### config.mk
export PLATFORM = sky130hd
export DESIGN_NAME = sliding_window_strict_peak_detect_top
export DESIGN_NICKNAME = d
export VERILOG_FILES = /design/src/design/swpd_pkg.sv /design/src/design/swpd_cell.sv /design/src/design/sliding_window_strict_peak_detect_top.sv
export SDC_FILE = /design/constraint.sdc
export NUM_CORES = 1
export LEC_CHECK = 0
export ABC_AREA = 1
export BUFFER_PORTS_ARGS = -buffer_cell sky130_fd_sc_hd__buf_2
export CAP_MARGIN = 20
export CORE_MARGIN = 5
export CORE_UTILIZATION = 25
export DETAILED_ROUTE_END_ITERATION = 10
export MAX_ROUTING_LAYER = met4
export PLACE_DENSITY_LB_ADDON = 0.25
export SLEW_MARGIN = 20
export SYNTH_ARGS = -nofsm -noshare
export SYNTH_HDL_FRONTEND = slang
export SYNTH_SLANG_ARGS = --single-unit
### constraint.sdc
create_clock -name clk -period 21.9 [get_ports clk]
set_input_delay 3.285 -clock clk [delete_from_list [all_inputs] [get_ports clk]]
set_output_delay 3.285 -clock clk [all_outputs]
set_load 0.02 [all_outputs]
### src/design/swpd_pkg.sv
// ----------------------------------------------------------------------------
// swpd_pkg: shared definitions for the sliding-window strict peak detector
//
// Sizes, derived widths and the packed request and result types used by
// the top level and the window cells.
// ----------------------------------------------------------------------------
`timescale 1ns / 1ps

package swpd_pkg;

  // Largest radius the window supports; larger configured values saturate.
  localparam int MAX_RADIUS  = 8;
  localparam int SAMPLE_BITS = 16;
  localparam int INDEX_BITS  = 16;
  localparam int CFG_BITS    = 4;

  // Derived sizes.
  localparam int WIN_DEPTH    = 2 * MAX_RADIUS + 1;
  localparam int WIN_IDX_BITS = $clog2(WIN_DEPTH);
  localparam int FILL_BITS    = $clog2(WIN_DEPTH + 1);
  localparam int RADIUS_BITS  = $clog2(MAX_RADIUS + 1);

  localparam logic [CFG_BITS-1:0] RADIUS_RESET = CFG_BITS'(1);

  // One incoming request.
  typedef struct packed {
    logic signed [SAMPLE_BITS-1:0] sample;
    logic                          start_req;
  } req_t;

  // One result.
  typedef struct packed {
    logic                          judged;
    logic                          is_peak;
    logic signed [SAMPLE_BITS-1:0] center_value;
    logic [INDEX_BITS-1:0]         center_index;
  } res_t;

endpackage

### src/design/swpd_cell.sv
// ----------------------------------------------------------------------------
// swpd_cell: one window position
//
// Holds one sample, hands it to the next cell on every shift, and tells
// whether the window centre strictly exceeds the sample it holds.
// ----------------------------------------------------------------------------
`timescale 1ns / 1ps

module swpd_cell (
  input  logic                                   clk,
  input  logic                                   shift_en,
  input  logic signed [swpd_pkg::SAMPLE_BITS-1:0] din,
  input  logic signed [swpd_pkg::SAMPLE_BITS-1:0] centre,
  input  logic                                   skip,
  output logic signed [swpd_pkg::SAMPLE_BITS-1:0] held,
  output logic                                   pass
);

  // Sample storage; it moves one place down the row on each accepted request.
  always_ff @(posedge clk) begin
    if (shift_en) begin
      held <= din;
    end
  end

  // A cell outside the window, or the centre cell itself, never vetoes a peak.
  assign pass = skip || (centre > held);

endmodule

### src/design/sliding_window_strict_peak_detect_top.sv
// ----------------------------------------------------------------------------
// sliding_window_strict_peak_detect_top: strict local-maximum peak detector
//
// Takes one signed sample per request and returns one result per request.
// The last 2R+1 samples sit in a row of cells that shift on every accepted
// request; once the row holds 2R+1 samples of the current sequence, the
// sample R places back is judged a peak when it is strictly greater than
// every other sample in the window. A request is accepted every cycle as
// long as the result path keeps moving: the window shifts on acceptance,
// and then all cells compare against the centre in parallel and the result
// lands in the output register once that register is free, so a request
// can enter while the one before it is judged. The radius register is
// written through its own port (always ready) and must only change while
// no request is in flight; values above the maximum radius saturate.
// ----------------------------------------------------------------------------
`timescale 1ns / 1ps

module sliding_window_strict_peak_detect_top (
  input  logic                              clk,
  input  logic                              rst,
  // Request channel.
  input  logic                              req_valid,
  output logic                              req_stall,
  input  swpd_pkg::req_t                    req_data,
  // Result channel.
  output logic                              res_valid,
  input  logic                              res_stall,
  output swpd_pkg::res_t                    res_data,
  // Radius register write channel.
  input  logic                              cfg_valid,
  output logic                              cfg_ready,
  input  logic [swpd_pkg::CFG_BITS-1:0]     cfg_data
);

  // Control and pending-judgement registers.
  logic [swpd_pkg::CFG_BITS-1:0]     radius;
  logic [swpd_pkg::FILL_BITS-1:0]    fill;
  logic [swpd_pkg::FILL_BITS-1:0]    fill_next;
  logic [swpd_pkg::INDEX_BITS-1:0]   index;
  logic [swpd_pkg::INDEX_BITS-1:0]   index_next;
  logic                              pend;
  logic                              pend_judged;
  logic [swpd_pkg::RADIUS_BITS-1:0]  pend_r;
  logic [swpd_pkg::FILL_BITS-1:0]    pend_span;
  logic [swpd_pkg::INDEX_BITS-1:0]   pend_idx;

  logic                              req_take;
  logic                              pend_move;
  logic [swpd_pkg::RADIUS_BITS-1:0]  r_sat;
  logic [swpd_pkg::FILL_BITS-1:0]    span;
  logic [swpd_pkg::FILL_BITS-1:0]    fill_base;
  logic [swpd_pkg::INDEX_BITS-1:0]   index_base;

  logic signed [swpd_pkg::SAMPLE_BITS-1:0] win  [swpd_pkg::WIN_DEPTH];
  logic                                    pass [swpd_pkg::WIN_DEPTH];
  logic [swpd_pkg::WIN_DEPTH-1:0]          pass_vec;
  logic signed [swpd_pkg::SAMPLE_BITS-1:0] centre;
  swpd_pkg::res_t                          res_next;

  // Handshakes: the pending judgement moves out unless the output is held.
  assign pend_move = !(res_valid && res_stall);
  assign req_stall = pend && !pend_move;
  assign req_take  = req_valid && !req_stall;
  assign cfg_ready = 1'b1;

  // Radius register.
  always_ff @(posedge clk) begin
    if (rst) begin
      radius <= swpd_pkg::RADIUS_RESET;
    end else if (cfg_valid && cfg_ready) begin
      radius <= cfg_data;
    end
  end

  // Effective radius and window span.
  always_comb begin
    if (int'(radius) > swpd_pkg::MAX_RADIUS) begin
      r_sat = swpd_pkg::RADIUS_BITS'(swpd_pkg::MAX_RADIUS);
    end else begin
      r_sat = swpd_pkg::RADIUS_BITS'(radius);
    end
    span = swpd_pkg::FILL_BITS'({r_sat, 1'b1});
  end

  // Fill count and sample index; a start marker clears both first.
  always_comb begin
    fill_base  = req_data.start_req ? '0 : fill;
    index_base = req_data.start_req ? '0 : index;
    if (int'(fill_base) < swpd_pkg::WIN_DEPTH) begin
      fill_next = fill_base + swpd_pkg::FILL_BITS'(1);
    end else begin
      fill_next = fill_base;
    end
    index_next = index_base + swpd_pkg::INDEX_BITS'(1);
  end

  always_ff @(posedge clk) begin
    if (rst) begin
      fill  <= '0;
      index <= '0;
    end else if (req_take) begin
      fill  <= fill_next;
      index <= index_next;
    end
  end

  // Pending judgement: what the next compare cycle needs to know.
  always_ff @(posedge clk) begin
    if (rst) begin
      pend <= 1'b0;
    end else if (req_take) begin
      pend <= 1'b1;
    end else if (pend_move) begin
      pend <= 1'b0;
    end
  end

  always_ff @(posedge clk) begin
    if (req_take) begin
      pend_judged <= (fill_next >= span);
      pend_r      <= r_sat;
      pend_span   <= span;
      pend_idx    <= index_base - swpd_pkg::INDEX_BITS'(r_sat);
    end
  end

  // Window centre for the pending judgement.
  assign centre = win[swpd_pkg::WIN_IDX_BITS'(pend_r)];

  // Row of cells; cell zero takes the new sample, the rest take their neighbor.
  for (genvar k = 0; k < swpd_pkg::WIN_DEPTH; k++) begin : g_cell
    logic signed [swpd_pkg::SAMPLE_BITS-1:0] cell_in;
    logic                                    cell_skip;

    if (k == 0) begin : g_head
      assign cell_in = req_data.sample;
    end else begin : g_body
      assign cell_in = win[k-1];
    end

    assign cell_skip = (swpd_pkg::RADIUS_BITS'(k) == pend_r && k <= swpd_pkg::MAX_RADIUS)
                    || (swpd_pkg::FILL_BITS'(k) >= pend_span);

    swpd_cell u_cell (
      .clk      (clk),
      .shift_en (req_take),
      .din      (cell_in),
      .centre   (centre),
      .skip     (cell_skip),
      .held     (win[k]),
      .pass     (pass[k])
    );

    assign pass_vec[k] = pass[k];
  end

  // Result assembly; unjudged results carry zero fields.
  always_comb begin
    res_next = '0;
    if (pend_judged) begin
      res_next.judged       = 1'b1;
      res_next.is_peak      = &pass_vec;
      res_next.center_value = centre;
      res_next.center_index = pend_idx;
    end
  end

  // Output register.
  always_ff @(posedge clk) begin
    if (rst) begin
      res_valid <= 1'b0;
    end else if (pend_move) begin
      res_valid <= pend;
    end
  end

  always_ff @(posedge clk) begin
    if (pend_move && pend) begin
      res_data <= res_next;
    end
  end

endmodule
==> impl_metrics.prom <==
# TYPE chip_impl_metric gauge
chip_impl_metric{name="worst-r2r-cell-count",unit=""} 21
chip_impl_info{name="worst_hold_startpoint",value="g_cell[8].u_cell.held[12]"} 1
chip_impl_metric{name="gp_congestion",unit=""} 0.802
chip_impl_metric{name="antennaDiodeCount",unit=""} 0
chip_impl_info{name="cts.root.buffer_cell",value="sky130_fd_sc_hd__clkbuf_16"} 1
chip_impl_metric{name="cts.hold.buffers_added",unit=""} 0
chip_impl_metric{name="wire_length_of_the_first_global_routing_pass",unit="microns"} 86400
chip_impl_metric{name="report.final.hold_viol_count",unit=""} 0
chip_impl_metric{name="die-area",unit="sq um"} 90600
chip_impl_metric{name="route.final.wire_length",unit="microns"} 55500
chip_impl_info{name="result_of_the_run",value="complete, no violations"} 1
chip_impl_metric{name="detail_route.iter0.violations",unit=""} 924
chip_impl_metric{name="synth.ff_latch_count",unit=""} 354
chip_impl_metric{name="worst_skew_pair.late_latency",unit="ps"} 580
chip_impl_metric{name="grt_overflow_total",unit=""} 0
chip_impl_metric{name="netlist-cell-type-count",unit=""} 55
chip_impl_metric{name="tritoncts.num_buffers",unit=""} 45
chip_impl_metric{name="fin_crit_sh",unit=""} 0.326
chip_impl_metric{name="synth-edff-count",unit=""} 327
chip_impl_metric{name="grt_pass1_vias",unit=""} 15933
chip_impl_metric{name="p_leak",unit="nW"} 11.2
chip_impl_info{name="crit_path_top_delay_cell",value="sky130_fd_sc_hd__buf_2"} 1
chip_impl_metric{name="critical_path_fanouts_max",unit=""} 3
chip_impl_metric{name="drt_drc_violations_left",unit=""} 0
chip_impl_metric{name="worst_clock_skew",unit="ps"} 26.4
chip_impl_metric{name="cts.path.max_buffers",unit=""} 3
chip_impl_info{name="worstHoldPathType",value="reg -> reg"} 1
chip_impl_metric{name="dp.final_hpwl",unit="microns"} 39000
chip_impl_info{name="setup.worst_path.end_class",value="primary output"} 1
chip_impl_metric{name="total_power",unit="W"} 0.00202
chip_impl_metric{name="detailedPlace.worstSlack",unit="ps"} 14750
chip_impl_metric{name="timing.critical_path.arrival",unit="ps"} 3850
chip_impl_metric{name="synth.yosys.seq_area_share",unit=""} 0.489
chip_impl_metric{name="cts.reportedPaths.clkPinSlew",unit="ps"} 60
chip_impl_metric{name="grt_usage",unit=""} 0.124
chip_impl_metric{name="min_delay_path_depth",unit=""} 0
chip_impl_metric{name="routed-via-count",unit=""} 15522
chip_impl_metric{name="mappedNetlistArea",unit="sq um"} 21200
chip_impl_metric{name="post_synth.cell_area_avg",unit="sq um"} 9.57
chip_impl_info{name="timing.critical_path.from_type",value="input port"} 1
chip_impl_metric{name="final_nets",unit=""} 2597
chip_impl_metric{name="rrSetupSlack",unit="ps"} 16660
chip_impl_metric{name="ctsHtreeMaxLevel",unit=""} 2
chip_impl_info{name="timing.critical_path.cells",value="buf_2 -> nand2_1 -> inv_1 -> nand2_1 -> inv_1 -> buf_2"} 1
chip_impl_metric{name="postSynth.asyncResetShare",unit=""} 0
chip_impl_info{name="regToRegEndpoint",value="res_data[32]"} 1
chip_impl_metric{name="p_per_area",unit="nW/um^2"} 83.1
chip_impl_metric{name="avgRoutedWirePerCell",unit="microns"} 16.0
chip_impl_info{name="synth_flop_cell",value="sky130_fd_sc_hd__edfxtp_1"} 1
chip_impl_metric{name="p_r_area_growth_vs_syn",unit="%"} 15.0
chip_impl_metric{name="post_cts_resized",unit=""} 0
chip_impl_metric{name="netlist_instances",unit=""} 2213
chip_impl_info{name="grt_setup_unrepaired",value="no"} 1
chip_impl_metric{name="number_of_core_rows",unit=""} 106
chip_impl_metric{name="max-slew-margin-rel",unit=""} 0.180
chip_impl_metric{name="cap_viol_max_count",unit=""} 0
chip_impl_metric{name="core_area",unit="sq um"} 83800
chip_impl_metric{name="share_of_cells_above_drive_strength_1",unit=""} 0.0728
chip_impl_metric{name="route.antenna.remaining_nets",unit=""} 0
chip_impl_metric{name="initial_utilization",unit=""} 0.253
chip_impl_metric{name="antenna_violations_before_repair",unit=""} 0
chip_impl_metric{name="finalSetupTns",unit="ps"} 0
chip_impl_metric{name="setup_slack",unit="ps"} 14760
chip_impl_metric{name="largest_net_degree_at_the_start_of_global_routing",unit=""} 170
chip_impl_info{name="critical_path_class",value="in -> out"} 1
chip_impl_metric{name="die_height",unit="microns"} 301
chip_impl_metric{name="achievable-frequency",unit="GHz"} 0.140
chip_impl_metric{name="ys_warn_count",unit=""} 0
chip_impl_metric{name="drt-vias-per-instance",unit=""} 4.49
chip_impl_info{name="clock_tree_from_tritoncts",value="yes"} 1
chip_impl_metric{name="critPathMaxStageDelay",unit="ps"} 160
chip_impl_metric{name="first_pass_iters",unit=""} 6
chip_impl_metric{name="die_x",unit="microns"} 301
chip_impl_metric{name="peakVddDrop",unit="mV"} 0.0500
chip_impl_metric{name="pin_count",unit=""} 63
chip_impl_metric{name="syn-num-nets",unit=""} 2522
chip_impl_metric{name="placement.io_buffers",unit=""} 61
chip_impl_metric{name="post-cts-setup-buffer-count",unit=""} 0
chip_impl_info{name="rr_startpoint",value="pend_r[3]"} 1
chip_impl_metric{name="timing_worst_slew_pin_value",unit="ps"} 1230
chip_impl_metric{name="critical_path_data_required_time",unit="ps"} 18620
chip_impl_metric{name="final-setup-viol-count",unit=""} 0
chip_impl_metric{name="clock-sinks",unit=""} 354
chip_impl_info{name="end_point_of_the_worst_hold_path",value="g_cell[9].u_cell.held[12]"} 1
chip_impl_metric{name="finalMaxSlewViolations",unit=""} 0
chip_impl_metric{name="finalWorstPathRequiredPeriod",unit="ps"} 7140
## cell usage in the layout (no fill, tap or decap), types with 6 or more instances in the layout
cell type and instances:
sky130_fd_sc_hd__buf_4 10, sky130_fd_sc_hd__bufinv_16 6, sky130_fd_sc_hd__o21a_1 10, sky130_fd_sc_hd__ha_1 282
sky130_fd_sc_hd__o211ai_1 17, sky130_fd_sc_hd__clkbuf_16 46, sky130_fd_sc_hd__a22oi_1 21, sky130_fd_sc_hd__a21oi_1 162
sky130_fd_sc_hd__nor2_1 115, sky130_fd_sc_hd__nand3_1 55, sky130_fd_sc_hd__inv_1 433, sky130_fd_sc_hd__nand2_1 419
sky130_fd_sc_hd__edfxtp_1 327, sky130_fd_sc_hd__o2111ai_1 9, sky130_fd_sc_hd__a21o_1 7, sky130_fd_sc_hd__clkbuf_1 9
sky130_fd_sc_hd__nand4_1 22, sky130_fd_sc_hd__o22ai_1 60, sky130_fd_sc_hd__a22o_1 7, sky130_fd_sc_hd__o21ai_0 69
sky130_fd_sc_hd__o221ai_1 15, sky130_fd_sc_hd__o311ai_1 6, sky130_fd_sc_hd__dfxtp_1 27, sky130_fd_sc_hd__buf_2 61
sky130_fd_sc_hd__o21ai_1 6, sky130_fd_sc_hd__xor2_1 13, sky130_fd_sc_hd__nor3_1 18, sky130_fd_sc_hd__inv_2 8
sky130_fd_sc_hd__o21bai_1 8, sky130_fd_sc_hd__clkinv_1 13, sky130_fd_sc_hd__clkinv_2 9
## per-layer routing
layer  routed length [microns]  share of wire  up-vias  track usage
li1                          -              -     7722            -
met1                     24700           0.45     7393        0.153
met2                     26900           0.48      312        0.213
met3                      2320          0.042       95       0.0181
met4                      1520          0.027        0       0.0350
met5                         0              0        -            -
## cell usage after synthesis, drive strengths merged, types with 2 or more instances
cell type  instances  area [sq um]
dfxtp             27           541
xor2              13           114
ha               282          3530
a21o               7          52.6
nand4             24           163
nor3              20           110
clkbuf            30           113
o221ai            15           131
nor2             123           509
o2111ai            9          78.8
nor4               4          55.1
a22oi             21           158
o22ai             60           375
o211ai            17           128
clkinv             8          30.0
a22o               7          61.3
edfxtp           327          9820
inv              441          1660
xnor2              2          17.5
a211oi             2          15.0
o311ai             7          61.3
nand3             57           303
a221oi             4          35.0
o21ai             75           375
nand3b             2          15.0
a31oi              2          12.5
nand2            422          1590
a21oi            163           816
o21a              10          75.1
o21bai             8          60.1
o31ai              2          15.0
buf               14          83.8
## how the worst max path moves through the flow
stage / endpoint / cells after the start / start
3_3_place_gp: req_stall / 6 / res_stall
2_1_floorplan: g_cell[0].u_cell.held[0] / 5 / res_stall
6_report: req_stall / 6 / res_stall
4_1_cts: req_stall / 6 / res_stall
5_1_grt: req_stall / 6 / res_stall
3_5_place_dp: req_stall / 6 / res_stall
## cell families (layout without fill, tap and decap cells)
logic type                 after synthesis  after routing  synth area share
AOI/OAI and AO/OA                      413            413             0.118
xor gates and xnor gates                15             15           0.00621
adders and majority gates              283            283             0.168
buffers and inverters                  493            603            0.0889
DFF                                    354            354             0.489
other                                    1              1          0.000177
and+or+nand+nor                        654            654             0.130
## state kept, by name (all words and copies together), names as in the netlist
register and count:
pend 1, res_valid 1, fill 5, res_data 34
pend_idx 16, pend_judged 1, index 16, g_cell.u_cell.held 272
radius 4, pend_r 4
## area by class of cell
class	count	area (sq um)
fill	8884	59500
clock inverter	26	308
sequential	354	10400
inverter	449	1690
tap	1134	1420
clock buffer	56	1200
multi-input combinational	1366	8960
timing repair buffer	72	400
## power breakdown
| group | internal, W | switching (W) |
|---|---|---|
| combinational | 0.000149 | 0.000296 |
| sequential | 0.000791 | 0.0000219 |
| clock | 0.000461 | 0.000304 |
## worst max-delay path, delay by kind of cell
family,cells,cell delay [ps]
simple gates,2,160
buf+inv,4,410
## through the flow
step / cells / area (sq um) / utilization / hold WS [ps]
after floorplan: 2213 / 21200 / - / 424
after global placement: 3375 / 22800 / 0.272 / 422
after detailed placement: 3375 / 22800 / 0.272 / 425
after CTS: 3457 / 24300 / 0.290 / 425
after global routing: 3457 / 24300 / 0.290 / 439
final: 3457 / 24300 / 0.290 / 426
(Power assumes the default switching activity.)
